File: src/hw/rtl/sqvt_pkg.sv
package sqvt_pkg;

    localparam int SINE_TABLE_DEPTH = 1024;     // power of two, 256..4096
    localparam int TEX_SIZE_MAX     = 4096;

    localparam int SIN_IDX_W = $clog2(SINE_TABLE_DEPTH);
    localparam int SIN_LOW_W = 16 - SIN_IDX_W;

    localparam int POS_W   = 24;
    localparam int TC_W    = 21;
    localparam int SIZE_W  = 13;
    localparam int NUM_W   = 16;               // sub-rect edge, signed
    localparam int MAG_W   = 14;
    localparam int QUO_W   = MAG_W + 16 + 1;   // magnitude * 65536 + size/2
    localparam int DIV_PER = 4;                // quotient bits per stage
    localparam int DIV_ST  = (QUO_W + DIV_PER - 1) / DIV_PER;

    localparam logic signed [POS_W-1:0] POS_MAX = 24'sh7FFFFF;
    localparam logic signed [POS_W-1:0] POS_MIN = 24'sh800000;
    localparam logic signed [TC_W-1:0]  TC_MAX  = 21'sh0FFFFF;
    localparam logic signed [TC_W-1:0]  TC_MIN  = 21'sh100000;

    typedef enum logic [2:0] {
        REG_ROT_ANGLE      = 3'd0,
        REG_ROT_CENTER_X   = 3'd1,
        REG_ROT_CENTER_Y   = 3'd2,
        REG_SCALE_X        = 3'd3,
        REG_SCALE_Y        = 3'd4,
        REG_SCALE_CENTER_X = 3'd5,
        REG_SCALE_CENTER_Y = 3'd6,
        REG_VERTEX_COLOR   = 3'd7
    } cfg_reg_t;

    typedef logic signed [15:0] sin_tab_t [SINE_TABLE_DEPTH];

    typedef struct packed {
        logic [1:0]              idx;
        logic                    aff;
        logic [31:0]             color;
        logic signed [POS_W-1:0] px_pl;
        logic signed [POS_W-1:0] py_pl;
    } meta_t;

    typedef struct packed {
        logic [1:0]              idx;
        logic [31:0]             color;
        logic signed [POS_W-1:0] px;
        logic signed [POS_W-1:0] py;
    } vtx_t;

    // Q14 sine, full turn = 65536, odd polynomial folded by quadrant
    function automatic longint qsin(input longint phase);
        longint quad;
        longint x;
        longint t2;
        longint acc;
        longint r;
        quad = (phase & 64'hFFFF) >>> 14;
        x    = phase & 64'h3FFF;
        if ((quad & 1) != 0)
        begin
            x = 16384 - x;
        end
        t2  = (x * x) >>> 14;
        acc = 172271;
        acc = 5027051 - ((t2 * acc) >>> 14);
        acc = 85569306 - ((t2 * acc) >>> 14);
        acc = 693598668 - ((t2 * acc) >>> 14);
        acc = 1686629713 - ((t2 * acc) >>> 14);
        r   = (x * acc + (64'sd1 <<< 29)) >>> 30;
        if (r > 16384)
        begin
            r = 16384;
        end
        return ((quad & 2) != 0) ? -r : r;
    endfunction

    function automatic sin_tab_t build_sin_tab();
        sin_tab_t t;
        for (int i = 0; i < SINE_TABLE_DEPTH; i++)
        begin
            t[i] = 16'(qsin(longint'(i) <<< SIN_LOW_W));
        end
        return t;
    endfunction

    localparam sin_tab_t SIN_TAB = build_sin_tab();

    function automatic logic signed [POS_W-1:0] sat_pos(input logic signed [59:0] v);
        logic signed [POS_W-1:0] r;
        if (v > 60'(POS_MAX))
        begin
            r = POS_MAX;
        end
        else if (v < 60'(POS_MIN))
        begin
            r = POS_MIN;
        end
        else
        begin
            r = v[POS_W-1:0];
        end
        return r;
    endfunction

endpackage

File: src/hw/rtl/sqvt_div.sv
// Pipelined restoring divider: round(|num| * 65536 / size), sign restored, saturated
module sqvt_div
(
    input  logic                                clk,
    input  logic                                en,
    input  logic signed [sqvt_pkg::NUM_W-1:0]   num,
    input  logic [sqvt_pkg::SIZE_W-1:0]         size,
    output logic signed [sqvt_pkg::TC_W-1:0]    quot
);

    localparam int DW = sqvt_pkg::SIZE_W;
    localparam int QW = sqvt_pkg::QUO_W;
    localparam int ST = sqvt_pkg::DIV_ST;
    localparam int PER = sqvt_pkg::DIV_PER;

    logic [DW-1:0] den_reg [ST];
    logic [DW-1:0] rem_reg [ST];
    logic [QW-1:0] acc_reg [ST];
    logic          neg_reg [ST];
    logic [DW-1:0] den_next [ST];
    logic [DW-1:0] rem_next [ST];
    logic [QW-1:0] acc_next [ST];
    logic          neg_next [ST];

    always_comb
    begin
        logic [DW-1:0]                 d;
        logic [DW-1:0]                 r;
        logic [DW:0]                   t;
        logic [QW-1:0]                 a;
        logic                          ng;
        logic [DW-1:0]                 sz;
        logic [sqvt_pkg::MAG_W-1:0]    mag;
        sz = size;
        if (size == '0)
        begin
            sz = DW'(1);
        end
        else if (int'(size) > sqvt_pkg::TEX_SIZE_MAX)
        begin
            sz = DW'(sqvt_pkg::TEX_SIZE_MAX);
        end
        mag = num[sqvt_pkg::NUM_W-1] ? sqvt_pkg::MAG_W'(-num) : sqvt_pkg::MAG_W'(num);
        for (int i = 0; i < ST; i++)
        begin
            if (i == 0)
            begin
                d  = sz;
                r  = '0;
                a  = QW'({mag, 16'h0000}) + QW'(sz >> 1);
                ng = num[sqvt_pkg::NUM_W-1];
            end
            else
            begin
                d  = den_reg[i-1];
                r  = rem_reg[i-1];
                a  = acc_reg[i-1];
                ng = neg_reg[i-1];
            end
            for (int j = 0; j < PER; j++)
            begin
                if (i * PER + j < QW)
                begin
                    t = {r, a[QW-1]};
                    a = {a[QW-2:0], 1'b0};
                    if (t >= {1'b0, d})
                    begin
                        t    = t - {1'b0, d};
                        a[0] = 1'b1;
                    end
                    r = t[DW-1:0];
                end
            end
            den_next[i] = d;
            rem_next[i] = r;
            acc_next[i] = a;
            neg_next[i] = ng;
        end
    end

    always_ff @(posedge clk)
    begin
        if (en)
        begin
            den_reg <= den_next;
            rem_reg <= rem_next;
            acc_reg <= acc_next;
            neg_reg <= neg_next;
        end
    end

    always_comb
    begin
        logic [QW-1:0]                   q;
        logic signed [sqvt_pkg::TC_W-1:0] qs;
        q  = acc_reg[ST-1];
        qs = sqvt_pkg::TC_W'(q);
        if (q > QW'(sqvt_pkg::TC_MAX))
        begin
            quot = neg_reg[ST-1] ? sqvt_pkg::TC_MIN : sqvt_pkg::TC_MAX;
        end
        else
        begin
            quot = neg_reg[ST-1] ? -qs : qs;
        end
    end

endmodule

File: config.mk
export PLATFORM = sky130hd
export DESIGN_NAME = sqvt_div
export DESIGN_NICKNAME = d
export VERILOG_FILES = /design/src/hw/rtl/sqvt_pkg.sv /design/src/hw/rtl/sqvt_div.sv
export SDC_FILE = /design/constraint.sdc
export NUM_CORES = 1
export LEC_CHECK = 0
export BUFFER_PORTS_ARGS = -buffer_cell sky130_fd_sc_hd__buf_2
export CAP_MARGIN = 40
export CORE_AREA = 2 2 228 230
export CTS_CLUSTER_DIAMETER = 60
export CTS_CLUSTER_SIZE = 14
export DETAILED_ROUTE_END_ITERATION = 12
export DIE_AREA = 0 0 230 232
export PLACE_DENSITY = 0.85
export SLEW_MARGIN = 10
export SYNTH_ARGS = -nofsm -noshare
export SYNTH_HDL_FRONTEND = slang
export SYNTH_SLANG_ARGS = --single-unit
export TNS_END_PERCENT = 100
File: constraint.sdc
create_clock -name clk -period 18 [get_ports clk]
set_input_delay 3.6 -clock clk [delete_from_list [all_inputs] [get_ports clk]]
set_output_delay 3.6 -clock clk [all_outputs]
set_load 0.05 [all_outputs]
# Yosys cells after proc, flatten, opt, wreduce, memory -nomap -nowiden
# Index checks and enable logic that the tools add are counted.
[totals]
wordCells = 164
ff_bits = 438
out_inout_bits = 21
[classes]
muxes = 67
n_reduce_logical = 1
order_cmp = 33
n_addsub = 33
[ops]
columns = ["op", "count"]
rows = [
  ["14-bit by 13-bit >= comparator with 1-bit output", 30],
  ["13-bit two-way mux", 32],
  ["13-bit subtractor", 29],
  ["21-bit two-way mux", 3],
  ["30-bit by 12-bit adder with 31-bit output", 1],
  ["31-bit by 20-bit > comparator with 1-bit output (second input constant)", 1],
  ["1-bit two-way mux", 31],
  ["21-bit negation", 1],
  ["14-bit two-way mux", 1],
  ["14-bit negation", 1],
  ["1-bit by 13-bit >= comparator with 1-bit output", 1],
  ["13-bit > comparator (second input constant)", 1],
  ["13-bit zero test", 1],
  ["1-bit by 13-bit subtractor with 13-bit output", 1],
]

# Logic depth before layout (Yosys ltp)
[depth]
ltp_word = 12
depth_mapped = 47
depth_no_buf = 42

# Worst setup path before layout
# OpenSTA, ideal clock, no wires.
[synth_path]
path_type = "input to register"
start = "input port size[10] in the netlist's numbering"
end = "register rem_reg[100] in the netlist's numbering, data pin"
stages = 43
setup_time_ns = 0.267
t_arrival_ns = 11.504
slack_ns = 6.230
cell_sequence = "nor4_1 -> nand3_1 -> nor2_1 -> nor2_1 -> nor2_1 -> inv_1 -> ha_1 -> nor3b_1 -> and2_1 -> ha_1 -> nor2b_1 -> o21ai_1 -> a21oi_1 -> o31ai_1 -> a31oi_1 -> nor2_1 -> clkinv_1 -> o21ai_0 -> [7 not listed] -> o311a_1 -> a211o_1 -> clkbuf_1 -> buf_2 -> mux2i_1 -> ha_1 -> nor2b_1 -> o21ai_0 -> nand2b_1 -> a221o_1 -> a21oi_1 -> o21a_1 -> o211ai_1 -> or3_1 -> clkbuf_1 -> nand2_1 -> clkbuf_1 -> o21ai_0"
[synth_rtl]
columns = ["element", "line", "rtl"]
rows = [
  ["from (decl)", "sqvt_div.sv:7", "input logic [sqvt_pkg::SIZE_W-1:0] size,"],
  ["to (signal assigned)", "sqvt_div.sv:86", "rem_reg <= rem_next;"],
  ["to (decl)", "sqvt_div.sv:17", "logic [DW-1:0] rem_reg [ST];"],
]

==> flow_metrics.tcl <==
set metrics [dict create \
    critPathLaunchType "primary input" \
    cp_data_required_time_ns 18.28 \
    grt_pass1_wl_microns 120000 \
    synth_edf_count 354 \
    synth_top_family_by_area "compound AO/OA/AOI/OAI gates" \
    std_cell_rows 83 \
    finalWorstPathRequiredPeriod_ns 13.02 \
    via_count 25700 \
    yosys-top-cells-area "sky130_fd_sc_hd__edfxtp_1 (32%), sky130_fd_sc_hd__ha_1 (15%), sky130_fd_sc_hd__mux2_2 (6.0%), sky130_fd_sc_hd__xnor2_1 (4.6%), sky130_fd_sc_hd__a21oi_1 (4.1%)" \
    cts-root-buf "sky130_fd_sc_hd__clkbuf_16" \
    maximum_number_of_pins_on_one_net_before_global_route_repair 181 \
    tritoncts_clock_tree "done" \
    worst_skew_pair_later_pin_latency_ns 0.57 \
    diodes 0 \
    syn2layout_area_growth_pct 6.33 \
    detail-route-antenna-nets 0 \
    numCtsBuffers 37 \
    timing.critical_path.to_type "flip-flop" \
    post_synth.cell_area_avg_sq_um 9.70 \
    synthDominantCellAreaShare_pct 32.3 \
    path_max_fanout 17 \
    maximum_buffer_depth_of_the_clock_tree 3 \
    first_global_vias 24100 \
    die_area_sq_um 53400 \
    pre_cts_ws_ns 4.67 \
    yosys_register_bits 354 \
    fin_setup_tns_ns 0 \
    worstPathArrival_ns 13.31 \
    synthDistinctLibCells 101 \
    postSynth.asyncResetShare_pct 0 \
    antenna_found_initial 0 \
    worst_setup_hold_path_clk_slew_ns 0.06 \
    clock_sinks 354 \
    ys_seq_area_share_pct 32.3 \
    wl_microns 73000 \
    most_used_dff_post_synth "sky130_fd_sc_hd__edfxtp_1" \
    critPathKind "primary input to flip-flop" \
    drt_pre_antenna_iters 6 \
    maxSlewViolCount 0 \
    worst_slew_margin_rel_pct 36.7 \
    post_cts_resized 0 \
    cts.htree.levels 2 \
    cpMaxStageDelayCell "sky130_fd_sc_hd__a211o_1" \
    synthesis.instances 3390 \
    weighted_congestion_reported_at_the_end_of_routability_driven_placement 0.928 \
    globalRouteOverflowTotal 0 \
    crit_path_max_incr_delay_ns 0.59 \
    layout_commonest_cell "sky130_fd_sc_hd__ha_1" \
    outcome "completed" \
    post_route_cells_drive_above_1_share_pct 10.8 \
    finalHoldViolCount 0 \
    post-dp-hpwl_microns 56600 \
    avgViaCountPerCell 6.20 \
    layout.cells.most_common_list "sky130_fd_sc_hd__ha_1 (392), sky130_fd_sc_hd__edfxtp_1 (354), sky130_fd_sc_hd__nor2_1 (274), sky130_fd_sc_hd__a21oi_1 (268), sky130_fd_sc_hd__inv_1 (237)" \
    synth_xor_area_share_pct 7.25 \
    fp.coreArea_sq_um 50900 \
    yosys.area_share.simple_pct 13.4 \
    post_route_setup_slack_ns 4.98 \
    post_syn_area_sq_um 32900 \
    initialDrtViolationCount 2028 \
    post_synth_fa_ha_maj_area_fraction_pct 16.6 \
    netlist.top_cell.by_area "sky130_fd_sc_hd__edfxtp_1" \
    postCtsSetupBuffers 0 \
    post_synthesis_mux_area_share_pct 8.98 \
    port-buffer-count 50 \
    num-nets-final 3887 \
    fin_crit_sh_pct 72.3 \
    fin_skew_ns 0.0186 \
    die_height_microns 232 \
    report.final.setup_viol 0 \
    ys_warn_count 0 \
    worst_pin_slew_ns 0.950 \
    worst_case_hold_slack_ns 0.413 \
    drt_drc_violations_left 0 \
    largest_register_ff_count 125 \
    grtUsageTotal_pct 27.2 \
    grt_setup_unrepaired "false" \
    compound_gate_fraction_of_synth_area_pct 17.8 \
    io_pins 52 \
    die-width_microns 230 \
    maxCapViolations 0 \
    start_util_pct 64.6 \
    holdBufCountCts 0 \
    fmaxAchievable_mhz 76.8 \
    hold_path_class "flip-flop to flip-flop" \
    routedWlPerCell_microns 17.6 \
]
==> worst max-delay path: cells and delay by family <==
| kind | cells | cell delay (ns) |
|---|---|---|
| AND/OR/NAND/NOR | 14 | 3.57 |
| AO/OA/AOI/OAI | 17 | 3.90 |
| buffers and inverters | 4 | 0.66 |
| multiplexers | 1 | 0.28 |
| adder cells (fa/ha/maj) | 4 | 1.26 |
==> Yosys cell counts, types with 27 or more instances <==
cell	instances
sky130_fd_sc_hd__clkbuf_1	28
sky130_fd_sc_hd__a21o_1	90
sky130_fd_sc_hd__nand2_1	198
sky130_fd_sc_hd__o21ai_0	167
sky130_fd_sc_hd__nor2_1	274
sky130_fd_sc_hd__o31ai_1	29
sky130_fd_sc_hd__fa_1	27
sky130_fd_sc_hd__nand3_1	47
sky130_fd_sc_hd__nor2b_1	65
sky130_fd_sc_hd__o21a_1	63
sky130_fd_sc_hd__nand2b_1	37
sky130_fd_sc_hd__a21oi_1	268
sky130_fd_sc_hd__edfxtp_1	354
sky130_fd_sc_hd__xor2_1	99
sky130_fd_sc_hd__ha_1	392
sky130_fd_sc_hd__mux2_2	175
sky130_fd_sc_hd__xnor2_1	173
sky130_fd_sc_hd__inv_1	237
sky130_fd_sc_hd__nor3_1	74
sky130_fd_sc_hd__nand4_1	55
sky130_fd_sc_hd__or3_1	32
sky130_fd_sc_hd__mux2i_1	45
==> per-layer routing <==
| layer | vias up | GRT usage, % | share of wire [%] |
|---|---|---|---|
| met2 | 752 | 44.9 | 46 |
| met1 | 12000 | 36.9 | 46 |
| li1 | 12800 | - | - |
| met5 | - | 0 | 0 |
| met4 | 0 | 9.40 | 3.2 |
| met3 | 149 | 3.36 | 5.3 |
==> per-stage QoR <==
step                      std cells  utilization [%]  cell area, sq um
after detailed placement       4078             66.5             33800
after CTS                      4136             68.7             35000
after floorplan                3394                -             32900
final                          4136             68.7             35000
after global routing           4136             68.7             35000
after global placement         4076             66.4             33800
==> worst paths after layout <==
kind                               startpoint             to  slack, ns  depth (start not counted)
worst max-delay path                 size[10]    rem_reg[98]       4.98                         40
worst max register to register   den_next[37]    rem_reg[28]       6.36                         40
worst min register to register  acc_next[137]  acc_next[110]       0.41                          0
worst min-delay path            acc_next[137]  acc_next[110]       0.41                          0
==> cells by family after synthesis <==
logic type | count (synthesis)
AOI/OAI and AO/OA | 885
xor gates and xnor gates | 272
adders and majority gates | 419
buffers and inverters | 299
DFF | 354
muxes | 260
other | 1
and+or+nand+nor | 900
==> cell type report <==
type,count,area (sq um)
multi-input cells,2741,21100
fillers,3860,15900
flip-flops and latches,354,10600
clock buffers,40,980
inverters,243,915
well taps,680,851
repair buffers,60,368
clock inverters,18,139
Power is left out: the tool's default activity adds up to more than one toggle a clock period on the data nets, which glitch-free logic cannot reach.
